`config.mk`:
```
export PLATFORM = sky130hd
export DESIGN_NAME = ftp_command_line_tokenizer
export DESIGN_NICKNAME = d
export VERILOG_FILES = /design/src/hdl/ftp_tok_pkg.sv /design/src/hdl/ftp_tok_dp.sv /design/src/hdl/ftp_tok_ctrl.sv /design/src/hdl/ftp_command_line_tokenizer.sv
export SDC_FILE = /design/constraint.sdc
export NUM_CORES = 1
export LEC_CHECK = 0
export ABC_AREA = 1
export BUFFER_PORTS_ARGS = -buffer_cell sky130_fd_sc_hd__buf_2
export CAP_MARGIN = 10
export CORE_ASPECT_RATIO = 1.5
export CORE_UTILIZATION = 61
export DETAILED_ROUTE_END_ITERATION = 6
export PLACE_DENSITY_LB_ADDON = 0.12
export SYNTH_ARGS = -nofsm -noshare
export SYNTH_HDL_FRONTEND = slang
export SYNTH_HIERARCHICAL = 1
export SYNTH_SLANG_ARGS = --single-unit
```
`constraint.sdc`:
```
create_clock -name clk_i -period 3.75 [get_ports clk_i]
set_input_delay 0 -clock clk_i [delete_from_list [all_inputs] [get_ports clk_i]]
set_output_delay 0 -clock clk_i [all_outputs]
set_load 0.02 [all_outputs]
```
`src/hdl/ftp_tok_pkg.sv`:
```
// ----------------------------------------------------------------------------
// FTP tokenizer package
// Result kinds, character codes and the control/status bundles.
// ----------------------------------------------------------------------------
`timescale 1ns / 1ps

package ftp_tok_pkg;

  localparam int unsigned CMD_MAX   = 4;   // longest command word
  localparam int unsigned PLEN_W    = 6;   // param_len field width
  localparam int unsigned CLEN_W    = 3;   // cmd_len field width
  localparam int unsigned TEXT_W    = 32;  // cmd_text field width
  localparam int unsigned KIND_W    = 3;
  localparam int unsigned TDATA_O_W = 56;  // 49 payload bits padded to bytes

  localparam logic [7:0] CH_BSLASH = 8'h5C;
  localparam logic [7:0] CH_SLASH  = 8'h2F;
  localparam logic [7:0] CH_CR     = 8'h0D;
  localparam logic [7:0] CH_LF     = 8'h0A;
  localparam logic [7:0] CH_SPACE  = 8'h20;
  localparam logic [7:0] CH_NUL    = 8'h00;

  typedef enum logic [KIND_W-1:0] {
    KIND_PENDING  = 3'd0,
    KIND_EMPTY    = 3'd1,
    KIND_CMD      = 3'd2,
    KIND_TOO_LONG = 3'd3,
    KIND_BAD_WORD = 3'd4,
    KIND_PARAM    = 3'd5
  } kind_e;

  // controller -> datapath
  typedef struct packed {
    logic  store;        // append byte to line buffer
    logic  clear;        // drop the line
    logic  load;         // load output register
    kind_e kind;         // kind for the loaded result
    logic  start_param;  // latch parameter pointer and count
    logic  advance;      // step to next parameter byte
  } ctrl_cmd_t;

  // datapath -> controller
  typedef struct packed {
    logic is_cr;
    logic is_lf;
    logic full;
    logic line_empty;
    logic word_bad;
    logic plen_zero;
    logic param_last;
  } dp_sts_t;

  function automatic logic [7:0] upcase(input logic [7:0] c);
    logic [7:0] r;
    r = c;
    if (c >= 8'h61 && c <= 8'h7A) begin
      r = c - 8'h20;
    end
    return r;
  endfunction

endpackage

```
`src/hdl/ftp_tok_dp.sv`:
```
// ----------------------------------------------------------------------------
// FTP tokenizer datapath
// Line buffer, running line scan, parameter pointer and output register.
// ----------------------------------------------------------------------------
`timescale 1ns / 1ps

module ftp_tok_dp #(
  parameter int unsigned LineCapacity = 32
) (
  input  logic                               clk_i,
  input  logic                               rst_ni,
  input  logic [7:0]                         rx_byte_i,
  input  ftp_tok_pkg::ctrl_cmd_t             cmd_i,
  output ftp_tok_pkg::dp_sts_t               sts_o,
  output logic [ftp_tok_pkg::KIND_W-1:0]     kind_o,
  output logic [ftp_tok_pkg::TDATA_O_W-1:0]  data_o,
  output logic                               last_o
);

  localparam int unsigned AW = $clog2(LineCapacity);
  localparam int unsigned CW = $clog2(LineCapacity + 1);
  localparam int unsigned NB = ftp_tok_pkg::CMD_MAX;

  logic [7:0] mem_q [LineCapacity];
  logic [7:0] rd_q;

  logic [CW-1:0] fill_q, fill_d;
  logic          zero_seen_q, zero_seen_d;
  logic [AW-1:0] zero_pos_q, zero_pos_d;
  logic          sp_found_q, sp_found_d;
  logic [AW-1:0] sp_pos_q, sp_pos_d;
  logic          ps_found_q, ps_found_d;
  logic [AW-1:0] ps_pos_q, ps_pos_d;
  logic [7:0]    word_q [NB];

  logic [AW-1:0] ptr_q, ptr_d;
  logic [CW-1:0] rem_q, rem_d;

  logic [7:0] ch;
  logic [CW-1:0] len, word, pstart, plen;
  logic [ftp_tok_pkg::TEXT_W-1:0] text;

  ftp_tok_pkg::kind_e                kind_q;
  logic [ftp_tok_pkg::TEXT_W-1:0]    text_q;
  logic [ftp_tok_pkg::CLEN_W-1:0]    clen_q;
  logic [ftp_tok_pkg::PLEN_W-1:0]    plen_q;
  logic [7:0]                        pbyte_q;
  logic                              last_q;

  assign ch = (rx_byte_i == ftp_tok_pkg::CH_BSLASH) ? ftp_tok_pkg::CH_SLASH : rx_byte_i;

  // line geometry, valid at a line feed
  assign len    = zero_seen_q ? CW'(zero_pos_q) : fill_q;
  assign word   = sp_found_q ? CW'(sp_pos_q) : len;
  assign pstart = ps_found_q ? CW'(ps_pos_q) : len;
  assign plen   = sp_found_q ? (len - pstart) : '0;

  always_comb begin
    text = '0;
    for (int i = 0; i < NB; i++) begin
      if (CW'(i) < word) begin
        text[8*i +: 8] = word_q[i];
      end
    end
  end

  assign sts_o.is_cr      = (ch == ftp_tok_pkg::CH_CR);
  assign sts_o.is_lf      = (ch == ftp_tok_pkg::CH_LF);
  assign sts_o.full       = (fill_q == CW'(LineCapacity));
  assign sts_o.line_empty = (fill_q == '0);
  assign sts_o.word_bad   = (word > CW'(ftp_tok_pkg::CMD_MAX));
  assign sts_o.plen_zero  = (plen == '0);
  assign sts_o.param_last = (rem_q == CW'(1));

  // running scan of the line as it fills
  always_comb begin
    fill_d      = fill_q;
    zero_seen_d = zero_seen_q;
    zero_pos_d  = zero_pos_q;
    sp_found_d  = sp_found_q;
    sp_pos_d    = sp_pos_q;
    ps_found_d  = ps_found_q;
    ps_pos_d    = ps_pos_q;
    if (cmd_i.clear) begin
      fill_d      = '0;
      zero_seen_d = 1'b0;
      sp_found_d  = 1'b0;
      ps_found_d  = 1'b0;
    end else if (cmd_i.store) begin
      fill_d = fill_q + CW'(1);
      if (!zero_seen_q) begin
        if (ch == ftp_tok_pkg::CH_NUL) begin
          zero_seen_d = 1'b1;
          zero_pos_d  = fill_q[AW-1:0];
        end else if (!sp_found_q && ch == ftp_tok_pkg::CH_SPACE) begin
          sp_found_d = 1'b1;
          sp_pos_d   = fill_q[AW-1:0];
        end else if (sp_found_q && !ps_found_q && ch != ftp_tok_pkg::CH_SPACE) begin
          ps_found_d = 1'b1;
          ps_pos_d   = fill_q[AW-1:0];
        end
      end
    end
  end

  always_comb begin
    ptr_d = ptr_q;
    rem_d = rem_q;
    if (cmd_i.start_param) begin
      ptr_d = pstart[AW-1:0];
      rem_d = plen;
    end else if (cmd_i.advance) begin
      ptr_d = ptr_q + AW'(1);
      rem_d = rem_q - CW'(1);
    end
  end

  always_ff @(posedge clk_i or negedge rst_ni) begin
    if (!rst_ni) begin
      fill_q      <= '0;
      zero_seen_q <= 1'b0;
      zero_pos_q  <= '0;
      sp_found_q  <= 1'b0;
      sp_pos_q    <= '0;
      ps_found_q  <= 1'b0;
      ps_pos_q    <= '0;
      ptr_q       <= '0;
      rem_q       <= '0;
    end else begin
      fill_q      <= fill_d;
      zero_seen_q <= zero_seen_d;
      zero_pos_q  <= zero_pos_d;
      sp_found_q  <= sp_found_d;
      sp_pos_q    <= sp_pos_d;
      ps_found_q  <= ps_found_d;
      ps_pos_q    <= ps_pos_d;
      ptr_q       <= ptr_d;
      rem_q       <= rem_d;
    end
  end

  // line buffer: one write port, one registered read port
  always_ff @(posedge clk_i) begin
    if (cmd_i.store) begin
      mem_q[fill_q[AW-1:0]] <= ch;
    end
    rd_q <= mem_q[ptr_q];
  end

  // first characters of the line, uppercased
  always_ff @(posedge clk_i) begin
    if (cmd_i.store && fill_q < CW'(NB)) begin
      word_q[fill_q[$clog2(NB)-1:0]] <= ftp_tok_pkg::upcase(ch);
    end
  end

  // output register
  always_ff @(posedge clk_i) begin
    if (cmd_i.load) begin
      kind_q  <= cmd_i.kind;
      text_q  <= '0;
      clen_q  <= '0;
      plen_q  <= '0;
      pbyte_q <= '0;
      last_q  <= 1'b1;
      unique case (cmd_i.kind)
        ftp_tok_pkg::KIND_CMD: begin
          text_q <= text;
          clen_q <= word[ftp_tok_pkg::CLEN_W-1:0];
          plen_q <= ftp_tok_pkg::PLEN_W'(plen);
          last_q <= (plen == '0);
        end
        ftp_tok_pkg::KIND_PARAM: begin
          pbyte_q <= rd_q;
          last_q  <= (rem_q == CW'(1));
        end
        default: begin
        end
      endcase
    end
  end

  assign kind_o = kind_q;
  assign data_o = {7'd0, pbyte_q, plen_q, clen_q, text_q};
  assign last_o = last_q;

endmodule

```
`src/hdl/ftp_tok_ctrl.sv`:
```
// ----------------------------------------------------------------------------
// FTP tokenizer controller
// Sequences byte handling, the result burst at line end and output valid.
// ----------------------------------------------------------------------------
`timescale 1ns / 1ps

module ftp_tok_ctrl (
  input  logic                   clk_i,
  input  logic                   rst_ni,
  input  logic                   in_valid_i,
  output logic                   in_ready_o,
  output logic                   out_valid_o,
  input  logic                   out_ready_i,
  input  ftp_tok_pkg::dp_sts_t   sts_i,
  output ftp_tok_pkg::ctrl_cmd_t cmd_o
);

  typedef enum logic [2:0] {
    ST_IDLE  = 3'b001,
    ST_READ  = 3'b010,  // buffer read in flight
    ST_EMIT  = 3'b100   // parameter byte ready for the output register
  } state_e;

  state_e state_q, state_d;
  logic   out_valid_q, out_valid_d;
  logic   out_free;
  logic   in_fire;

  assign out_free    = !out_valid_q || out_ready_i;
  assign in_ready_o  = (state_q == ST_IDLE) && out_free;
  assign in_fire     = in_valid_i && in_ready_o;
  assign out_valid_o = out_valid_q;

  always_comb begin
    state_d = state_q;
    cmd_o   = '{store: 1'b0, clear: 1'b0, load: 1'b0, kind: ftp_tok_pkg::KIND_PENDING,
                start_param: 1'b0, advance: 1'b0};
    unique case (state_q)
      ST_IDLE: begin
        if (in_fire) begin
          cmd_o.load = 1'b1;
          priority if (sts_i.is_cr) begin
            cmd_o.kind = ftp_tok_pkg::KIND_PENDING;
          end else if (!sts_i.is_lf) begin
            if (sts_i.full) begin
              cmd_o.clear = 1'b1;
              cmd_o.kind  = ftp_tok_pkg::KIND_TOO_LONG;
            end else begin
              cmd_o.store = 1'b1;
            end
          end else if (sts_i.line_empty) begin
            cmd_o.kind = ftp_tok_pkg::KIND_EMPTY;
          end else if (sts_i.word_bad) begin
            cmd_o.clear = 1'b1;
            cmd_o.kind  = ftp_tok_pkg::KIND_BAD_WORD;
          end else begin
            cmd_o.clear       = 1'b1;
            cmd_o.kind        = ftp_tok_pkg::KIND_CMD;
            cmd_o.start_param = 1'b1;
            if (!sts_i.plen_zero) begin
              state_d = ST_READ;
            end
          end
        end
      end
      ST_READ: begin
        state_d = ST_EMIT;
      end
      ST_EMIT: begin
        if (out_free) begin
          cmd_o.load    = 1'b1;
          cmd_o.kind    = ftp_tok_pkg::KIND_PARAM;
          cmd_o.advance = 1'b1;
          state_d       = sts_i.param_last ? ST_IDLE : ST_READ;
        end
      end
      default: begin
        state_d = ST_IDLE;
      end
    endcase
  end

  always_comb begin
    out_valid_d = out_valid_q;
    if (cmd_o.load) begin
      out_valid_d = 1'b1;
    end else if (out_ready_i) begin
      out_valid_d = 1'b0;
    end
  end

  always_ff @(posedge clk_i or negedge rst_ni) begin
    if (!rst_ni) begin
      state_q     <= ST_IDLE;
      out_valid_q <= 1'b0;
    end else begin
      state_q     <= state_d;
      out_valid_q <= out_valid_d;
    end
  end

endmodule

```
`src/hdl/ftp_command_line_tokenizer.sv`:
```
// Control-channel command tokenizer. Bytes come in one per transfer on the
// slave stream; each byte yields one result on the master stream, except a
// line feed that closes a valid command, which yields the command result
// (uppercased word of up to four characters, its length and the count of
// parameter bytes) followed by one result per parameter byte, the final
// one flagged with tlast. Backslash is taken as slash, carriage return is
// dropped, and a zero byte ends the usable text of the line. An ordinary
// byte is taken whenever the output register is free or being drained. A
// command with parameter bytes holds the input until the last one is loaded;
// each needs a registered read of the line buffer, then an output register
// load that waits while the master side stalls. No clearing pass after
// reset; the line buffer is only read below its fill count.

// ----------------------------------------------------------------------------
// FTP command line tokenizer, top level
// Joins the controller and the datapath and maps the stream ports.
// ----------------------------------------------------------------------------
`timescale 1ns / 1ps

module ftp_command_line_tokenizer #(
  parameter int unsigned LineCapacity = 32  // line buffer depth, 5..63
) (
  input  logic        clk_i,
  input  logic        rst_ni,
  // input byte stream
  input  logic        s_axis_tvalid_i,
  output logic        s_axis_tready_o,
  input  logic [7:0]  s_axis_tdata_i,   // [7:0] rx_byte
  // result stream
  output logic        m_axis_tvalid_o,
  input  logic        m_axis_tready_i,
  // [31:0] cmd_text, [34:32] cmd_len, [40:35] param_len,
  // [48:41] param_byte, [55:49] zero
  output logic [ftp_tok_pkg::TDATA_O_W-1:0] m_axis_tdata_o,
  output logic [ftp_tok_pkg::KIND_W-1:0]    m_axis_tuser_o,  // [2:0] kind
  output logic        m_axis_tlast_o    // last result caused by the input byte
);

  ftp_tok_pkg::ctrl_cmd_t cmd;
  ftp_tok_pkg::dp_sts_t   sts;

  // handshake sequencing and output valid
  ftp_tok_ctrl u_ctrl (
    .clk_i       (clk_i),
    .rst_ni      (rst_ni),
    .in_valid_i  (s_axis_tvalid_i),
    .in_ready_o  (s_axis_tready_o),
    .out_valid_o (m_axis_tvalid_o),
    .out_ready_i (m_axis_tready_i),
    .sts_i       (sts),
    .cmd_o       (cmd)
  );

  // line buffer, line scan and result payload
  ftp_tok_dp #(
    .LineCapacity (LineCapacity)
  ) u_dp (
    .clk_i     (clk_i),
    .rst_ni    (rst_ni),
    .rx_byte_i (s_axis_tdata_i),
    .cmd_i     (cmd),
    .sts_o     (sts),
    .kind_o    (m_axis_tuser_o),
    .data_o    (m_axis_tdata_o),
    .last_o    (m_axis_tlast_o)
  );

endmodule

```
==> results of run 1 <==
[area by class of cell]
type | instances | area share
Sequential cell | 388 | 0.624
Clock inverter | 17 | 0.00823
Clock buffer | 45 | 0.0529
Inverter | 132 | 0.0272
Tap cell | 337 | 0.0231
Multi-Input combinational cell | 894 | 0.229
Timing Repair Buffer | 104 | 0.0361
[timing repair]
action,4_1_cts,5_1_grt
setup endpoints to repair,0,0
hold endpoints to repair,67,0
hold buffers,7,0
[routing by layer]
metal / GRT usage / up-vias
met2: 0.510 / 421
met1: 0.354 / 5255
met3: 0.0312 / 109
met4: 0.165 / 0
li1: - / 5160
met5: 0 / -
[metrics by stage]
step	worst slack, ns	util	power, uW
after global placement	0.665	0.646	9520
after CTS	0.537	0.691	13100
after detailed placement	0.560	0.646	9580
after global routing	0.232	0.691	13800
after floorplan	1.07	-	8370
final	0.550	0.691	13100
[final timing paths]
check | start | end | slack [ns] | depth (start not counted)
max | u_dp/fill_q[1]$_DFFE_PN0N_ | u_dp/last_o$_DFFE_PP_ | 0.55 | 13
max in group asynchronous | rst_ni | u_dp/ptr_q[0]$_DFFE_PN0P_ | 2.92 | 2
min in group asynchronous | rst_ni | u_ctrl/out_valid_o$_DFFE_PN0P_ | 0.15 | 2
min | s_axis_tdata_i[7] | u_dp/word_q[2][7]$_DFFE_PP_ | 0.02 | 3
max reg2reg | u_dp/fill_q[1]$_DFFE_PN0N_ | u_dp/last_o$_DFFE_PP_ | 0.55 | 13
min reg2reg | u_dp/ps_pos_q[4]$_DFFE_PN0P_ | u_dp/ps_pos_q[4]$_DFFE_PN0P_ | 0.49 | 2
[where the power goes]
group          switching, uW  internal [uW]
Combinational           2930           1190
Sequential               255           5190
Clock                   1540           1970
[registers in the layout, summed over array words and instances (netlist names), 6 cells and up]
signal,flops
u_dp/text_q,32
u_dp/mem_q,256
u_dp/fill_q,6
u_dp/plen_q,6
u_dp/rem_q,6
u_dp/rd_q,8
u_dp/pbyte_q,8
u_dp/word_q,32
[critical path: cells and delay by family (launching register included)]
kind,cells,cell delay (ns)
compound gates,5,1.38
simple gates,5,0.84
flops,1,0.38
buf+inv,3,0.35
[cells in the mapped netlist, types with 9 or more instances]
library cell    n  area share
edfxtp_1      341        0.63
nor2_1        273       0.063
nand2_1       237       0.054
inv_1         120       0.028
nand3_1       120       0.037
o21ai_0       115       0.035
dfrtp_1        38       0.058
a21oi_1        34       0.010
clkbuf_1       23      0.0053
buf_2          22      0.0067
buf_4          16      0.0073
nor3_1         16      0.0049
ha_1           13      0.0099
o21ai_1        13      0.0040
nand4_1        11      0.0042
o211ai_1       10      0.0046
inv_2           9      0.0021
[kinds of logic after synthesis]
group                    synth area share
AO/OA/AOI/OAI                      0.0628
XOR/XNOR                          0.00160
adder cells (fa/ha/maj)            0.0112
buffers and inverters              0.0526
flip-flops                          0.695
multiplexers                      0.00267
other                            0.000229
AND/OR/NAND/NOR                     0.174
==> key figures, run 1 <==
Detailed routing
  – Routed WL per cell: 20.1 um
  – Iter 0 DRT Violations: 1016
  – TritonRoute pass-1 iters: 6
  – # DRC: 0
  – DR vias/cell: 5.71
  – Met2 WL: 20200 um
  – Via count: 10900
  – Metal3 WL: 1990 um
  – DRT Wirelength: 38500 um
  – Routed Antenna Nets: 0
  – Uppermost layer routed: met4
  – Metal-1 WL: 14200 um

Worst setup path
  – Most used cell, CP: inv_1
  – Worst setup EP type: flip-flop
  – CP peak stage delay: 0.41 ns
  – Critical path arrival: 3.48 ns
  – Worst Path Required: 4.03 ns
  – Crit-path max FO: 10
  – Crit path kind: flip-flop to flip-flop
  – Slowest cell on the critical path: nand3_1
  – CP cell instances: inv_1 -> o21ai_1 -> o21ai_2 -> nand2_1 -> inv_1 -> o21ai_0 -> nor2_1 -> o21ai_0 -> nor3_2 -> inv_1 -> nand3_1 -> a21oi_1 -> nand2_1
  – Startpoint types: flip-flop

Layout
  – Diodes inserted: 0
  – Finished Cell Area: 0.0182 mm2
  – Final net count: 1582
  – Final std cells w/o fill: 1917
  – Multi-input logic area: 0.00417 mm2
  – Area growth, synth to finish: 11.4%
  – Sequential cell area: 0.0114 mm2
  – Most common cell after layout, fill and taps aside: edfxtp_1
  – Filler Cells Inserted: 1940
  – Most frequent cells in the layout: edfxtp_1, nor2_1, nand2_1
  – Layout cell share with drive strength beyond 1: 0.120

Synthesis
  – EDFF count, synth: 341
  – #FFs+latches synth: 388
  – Post-synthesis cell type count: 47
  – Mapped Cells: 1476
  – Synth Flop Type: edfxtp_1
  – Mean Syn Cell Area: 11.1 um2
  – Async SR Flop Fraction: 0.101
  – Post-Synthesis Cell Area: 0.0164 mm2
  – Sequential fraction of the synthesis area: 0.695
  – Ys Warns: 6

Timing
  – RSZ-0062 raised after global routing: false
  – Final slew viol count: 0
  – Final setup vio count: 0
  – Final hold viol count: 0
  – Max Fclk: 312 MHz
  – Worst slew margin: 0.252
  – Final Skew: 0.0158 ns
  – Worst Hold Margin: 0.0188 ns
  – Slew @ Worst Pin: 1.11 ns
  – Final setup TNS: 0 ns
  – Period utilization: 0.853
  – Final period demand of the worst path: 3.20 ns

Placement
  – Port-buffer cells: 66
  – Placed inst area: 0.0171 mm2
  – HPWL Detailed: 25100 um
  – Gpl congestion: 0.908
  – DP Cell Count: 1848

Floorplan
  – Die Ht: 203 um
  – Die W: 136 um
  – Std cell rows: 73
  – Io pins: 74
  – Core area: 0.0264 mm2
  – Die area: 0.0275 mm2
  – Initial core utilization: 0.620

CTS
  – Post-CTS setup buffer count: 0
  – Clock sinks: 388
  – CTS-repair resized insts: 0
  – H-tree depth: 2
  – CTS tree: yes
  – CTS max path bufs: 3
  – Clk slew on worst S/H paths: 0.07 ns
  – Root Driver: clkbuf_16
  – CTS buffer count: 36
  – Worst skew pair latency: 0.53 ns

Global routing
  – Antenna violations before repair: 0
  – GR Util All Layers: 0.293
  – Largest net degree at the start of global routing: 133
  – Number of global-route vias before repair: 10900
  – First-pass GRT wire length: 59600 um
  – Grt ovf: 0

Power
  – Peak supply drop: 0.566 mV
  – Leak: 0.00707 uW
  – Pwr dens: 717 mW/mm2

Run
  – Max cap viols: 0

Hold path
  – Hold Crit Class: input port to flip-flop

Outcome
  – Status: completed
Note: power is estimated with default switching activity, not from simulation.
==> inputs of run 2 (changes only) <==
--- a/config.mk
+++ b/config.mk
@@ -9,7 +9,7 @@
 export BUFFER_PORTS_ARGS = -buffer_cell sky130_fd_sc_hd__buf_2
 export CAP_MARGIN = 10
 export CORE_ASPECT_RATIO = 1.5
-export CORE_UTILIZATION = 61
+export CORE_UTILIZATION = 55
 export DETAILED_ROUTE_END_ITERATION = 6
 export PLACE_DENSITY_LB_ADDON = 0.12
 export SYNTH_ARGS = -nofsm -noshare
==> constraint.sdc (replaced) <==
create_clock -name clk_i -period 2.8 [get_ports clk_i]
set_input_delay 0 -clock clk_i [delete_from_list [all_inputs] [get_ports clk_i]]
set_output_delay 0 -clock clk_i [all_outputs]
set_load 0.02 [all_outputs]
==> key figures, run 2 (synthesized netlist as in run 1, its figures left out) <==
Floorplan
  – Die Ht: 213 um (+5.3%)
  – Std cell rows: 77 (+5.5%)
  – Die area: 0.0305 mm2 (+11%)
  – Initial core utilization: 0.557 (-0.0631)
  – Core area: 0.0294 mm2 (+11%)
  – Io pins: 74 (unchanged)
  – Die W: 143 um (+5.2%)

Global routing
  – First-pass GRT wire length: 61800 um (+3.8%)
  – Antenna violations before repair: 0 (unchanged)
  – Largest net degree at the start of global routing: 95 (-29%)
  – Grt ovf: 0 (unchanged)
  – Number of global-route vias before repair: 11200 (+2.4%)
  – GR Util All Layers: 0.277 (-0.0161)

Detailed routing
  – TritonRoute pass-1 iters: 7 (+1)
  – DRT Wirelength: 40700 um (+5.6%)
  – Routed WL per cell: 19.8 um (-1.2%)
  – # DRC: 0 (unchanged)
  – Routed Antenna Nets: 0 (unchanged)
  – Via count: 11300 (+3.1%)
  – Iter 0 DRT Violations: 828 (-19%)
  – DR vias/cell: 5.51 (-3.5%)

Timing
  – Final Skew: 0.0164 ns (+0.000646 ns)
  – Period utilization: 0.930 (+0.0765)
  – Final setup vio count: 0 (unchanged)
  – Setup ws final: 0.196 ns (-0.353 ns)
  – Worst slew margin: 0.377 (+0.124)
  – Slew @ Worst Pin: 0.935 ns (-0.178 ns)
  – Final hold viol count: 0 (unchanged)
  – Final setup TNS: 0 ns (unchanged)
  – Max Fclk: 384 MHz (+23%)
  – Final period demand of the worst path: 2.60 ns (-0.597 ns)
  – Final slew viol count: 0 (unchanged)

Outcome
  – Status: completed

CTS
  – CTS max path bufs: 3 (unchanged)
  – Root Driver: clkbuf_16
  – Clock sinks: 388 (unchanged)
  – H-tree depth: 2 (unchanged)
  – Worst skew pair latency: 0.54 ns (about the same)
  – CTS tree: yes
  – Clk slew on worst S/H paths: 0.06 ns (about the same)
  – CTS buffer count: 36 (unchanged)

Layout
  – Most frequent cells in the layout: edfxtp_1, nor2_1, nand2_1
  – Final net count: 1654 (+4.6%)
  – Final std cells w/o fill: 2049 (+6.9%)
  – Diodes inserted: 0 (unchanged)
  – Filler Cells Inserted: 2307 (+19%)
  – Most common cell after layout, fill and taps aside: edfxtp_1
  – Largest register FFs: 256 (unchanged)
  – Final cell utilization of the core: 0.645 (-0.0465)
  – Layout cell share with drive strength beyond 1: 0.165 (+0.0448)
  – Area growth, synth to finish: 15.7%

Power
  – Final Power: 18200 uW (+39%)
  – Pwr dens: 959 mW/mm2 (+34%)
  – Peak supply drop: 0.601 mV (+6.2%)
  – Leak: 0.00745 uW (+5.4%)

Worst setup path
  – Crit path kind: flip-flop to flip-flop
  – Crit-path max FO: 8 (-2)
  – Critical path arrival: 2.88 ns (-0.60 ns)
  – Worst setup EP type: flip-flop
  – Worst Path Required: 3.07 ns (-0.96 ns)
  – Startpoint types: flip-flop

Placement
  – Port-buffer cells: 66 (unchanged)
  – Place WS: -0.0595 ns (-0.619 ns)
  – Gpl congestion: 1.01 (+11%)
  – DP Cell Count: 1978 (+7.0%)
  – HPWL Detailed: 26300 um (+4.5%)

Run
  – Max cap viols: 0 (unchanged)

Hold path
  – Hold Crit Class: input port to flip-flop
-- run 2: changes by cell type in the layout (fill, tap and decap cells not counted), moves of 3 or more --
cell / before / now
buf_4: 29 / 101
clkinv_1: 6 / 9
clkinvlp_4: 3 / 0
nand3_1: 120 / 117
nand3_2: 3 / 6
o21ai_0: 115 / 108
o21ai_1: 13 / 17
o21ai_2: 2 / 5
-- run 2: layer usage --
layer | share of wire | vias to the layer above | GRT usage
li1 | - | 5317 | -
met1 | 0.38 | 5472 | 0.336
met2 | 0.50 | 388 | 0.473
met3 | 0.053 | 111 | 0.0330
met4 | 0.062 | 0 | 0.174
met5 | 0 | - | 0
-- run 2: worst paths after layout --
path,startpoint,slack (ns),endpoint,cells after the start
min in group asynchronous,rst_ni,0.17,u_dp/rem_q[5]$_DFFE_PN0P_,2
min reg2reg,u_dp/sp_pos_q[4]$_DFFE_PN0P_,0.49,u_dp/sp_pos_q[4]$_DFFE_PN0P_,2
max in group asynchronous,rst_ni,1.95,u_dp/ptr_q[0]$_DFFE_PN0P_,2
max,u_dp/zero_seen_q$_DFFE_PN0N_,0.20,u_dp/text_q[15]$_SDFFCE_PN0P_,12
min,s_axis_tdata_i[3],0.09,u_dp/zero_seen_q$_DFFE_PN0N_,6
max reg2reg,u_dp/zero_seen_q$_DFFE_PN0N_,0.20,u_dp/text_q[15]$_SDFFCE_PN0P_,12
-- run 2: stage by stage --
step	area (um2)	hold WS, ns
after floorplan	16400	-0.296
after global placement	17700	0.184
after detailed placement	17700	0.185
after CTS	18900	0.0538
after global routing	18900	0.104
final	18900	0.0941
-- run 2: where the power goes --
part           internal [uW]  leakage (uW)  switching (uW)
registers               6940       0.00365             303
clock network           2680      0.000554            2060
logic                   2000       0.00325            4180
total                  11600       0.00745            6540
-- run 2: layout make-up --
class | count | area, um2 | share of cell area
inverters | 132 | 495 | 0.0262
multi-input cells | 894 | 4220 | 0.223
flip-flops and latches | 388 | 11400 | 0.601
repair buffers | 176 | 1220 | 0.0643
clock buffers | 48 | 987 | 0.0521
well taps | 395 | 494 | 0.0261
clock inverters | 16 | 140 | 0.00740
-- run 2: what timing repair did --
item                                   4_1_cts  5_1_grt
hold buffers                                 5        0
setup buffers                                2        0
pin swaps                                    1        3
resized for setup                            2       20
setup endpoints to repair                   13       15
endpoints found under the hold margin       46        0
-- run 2: worst max-delay path, cell delays in order (launching register included) --
cell	delay, ns
dfrtp_2	0.45
buf_4	0.17
o21ai_2	0.17
mux2i_2	0.10
o21ai_1	0.26
nor2_1	0.09
o21ai_0	0.34
nor3_2	0.09
inv_1	0.12
nor3_4	0.07
buf_4	0.15
a21oi_4	0.25
nor2_1	0.08
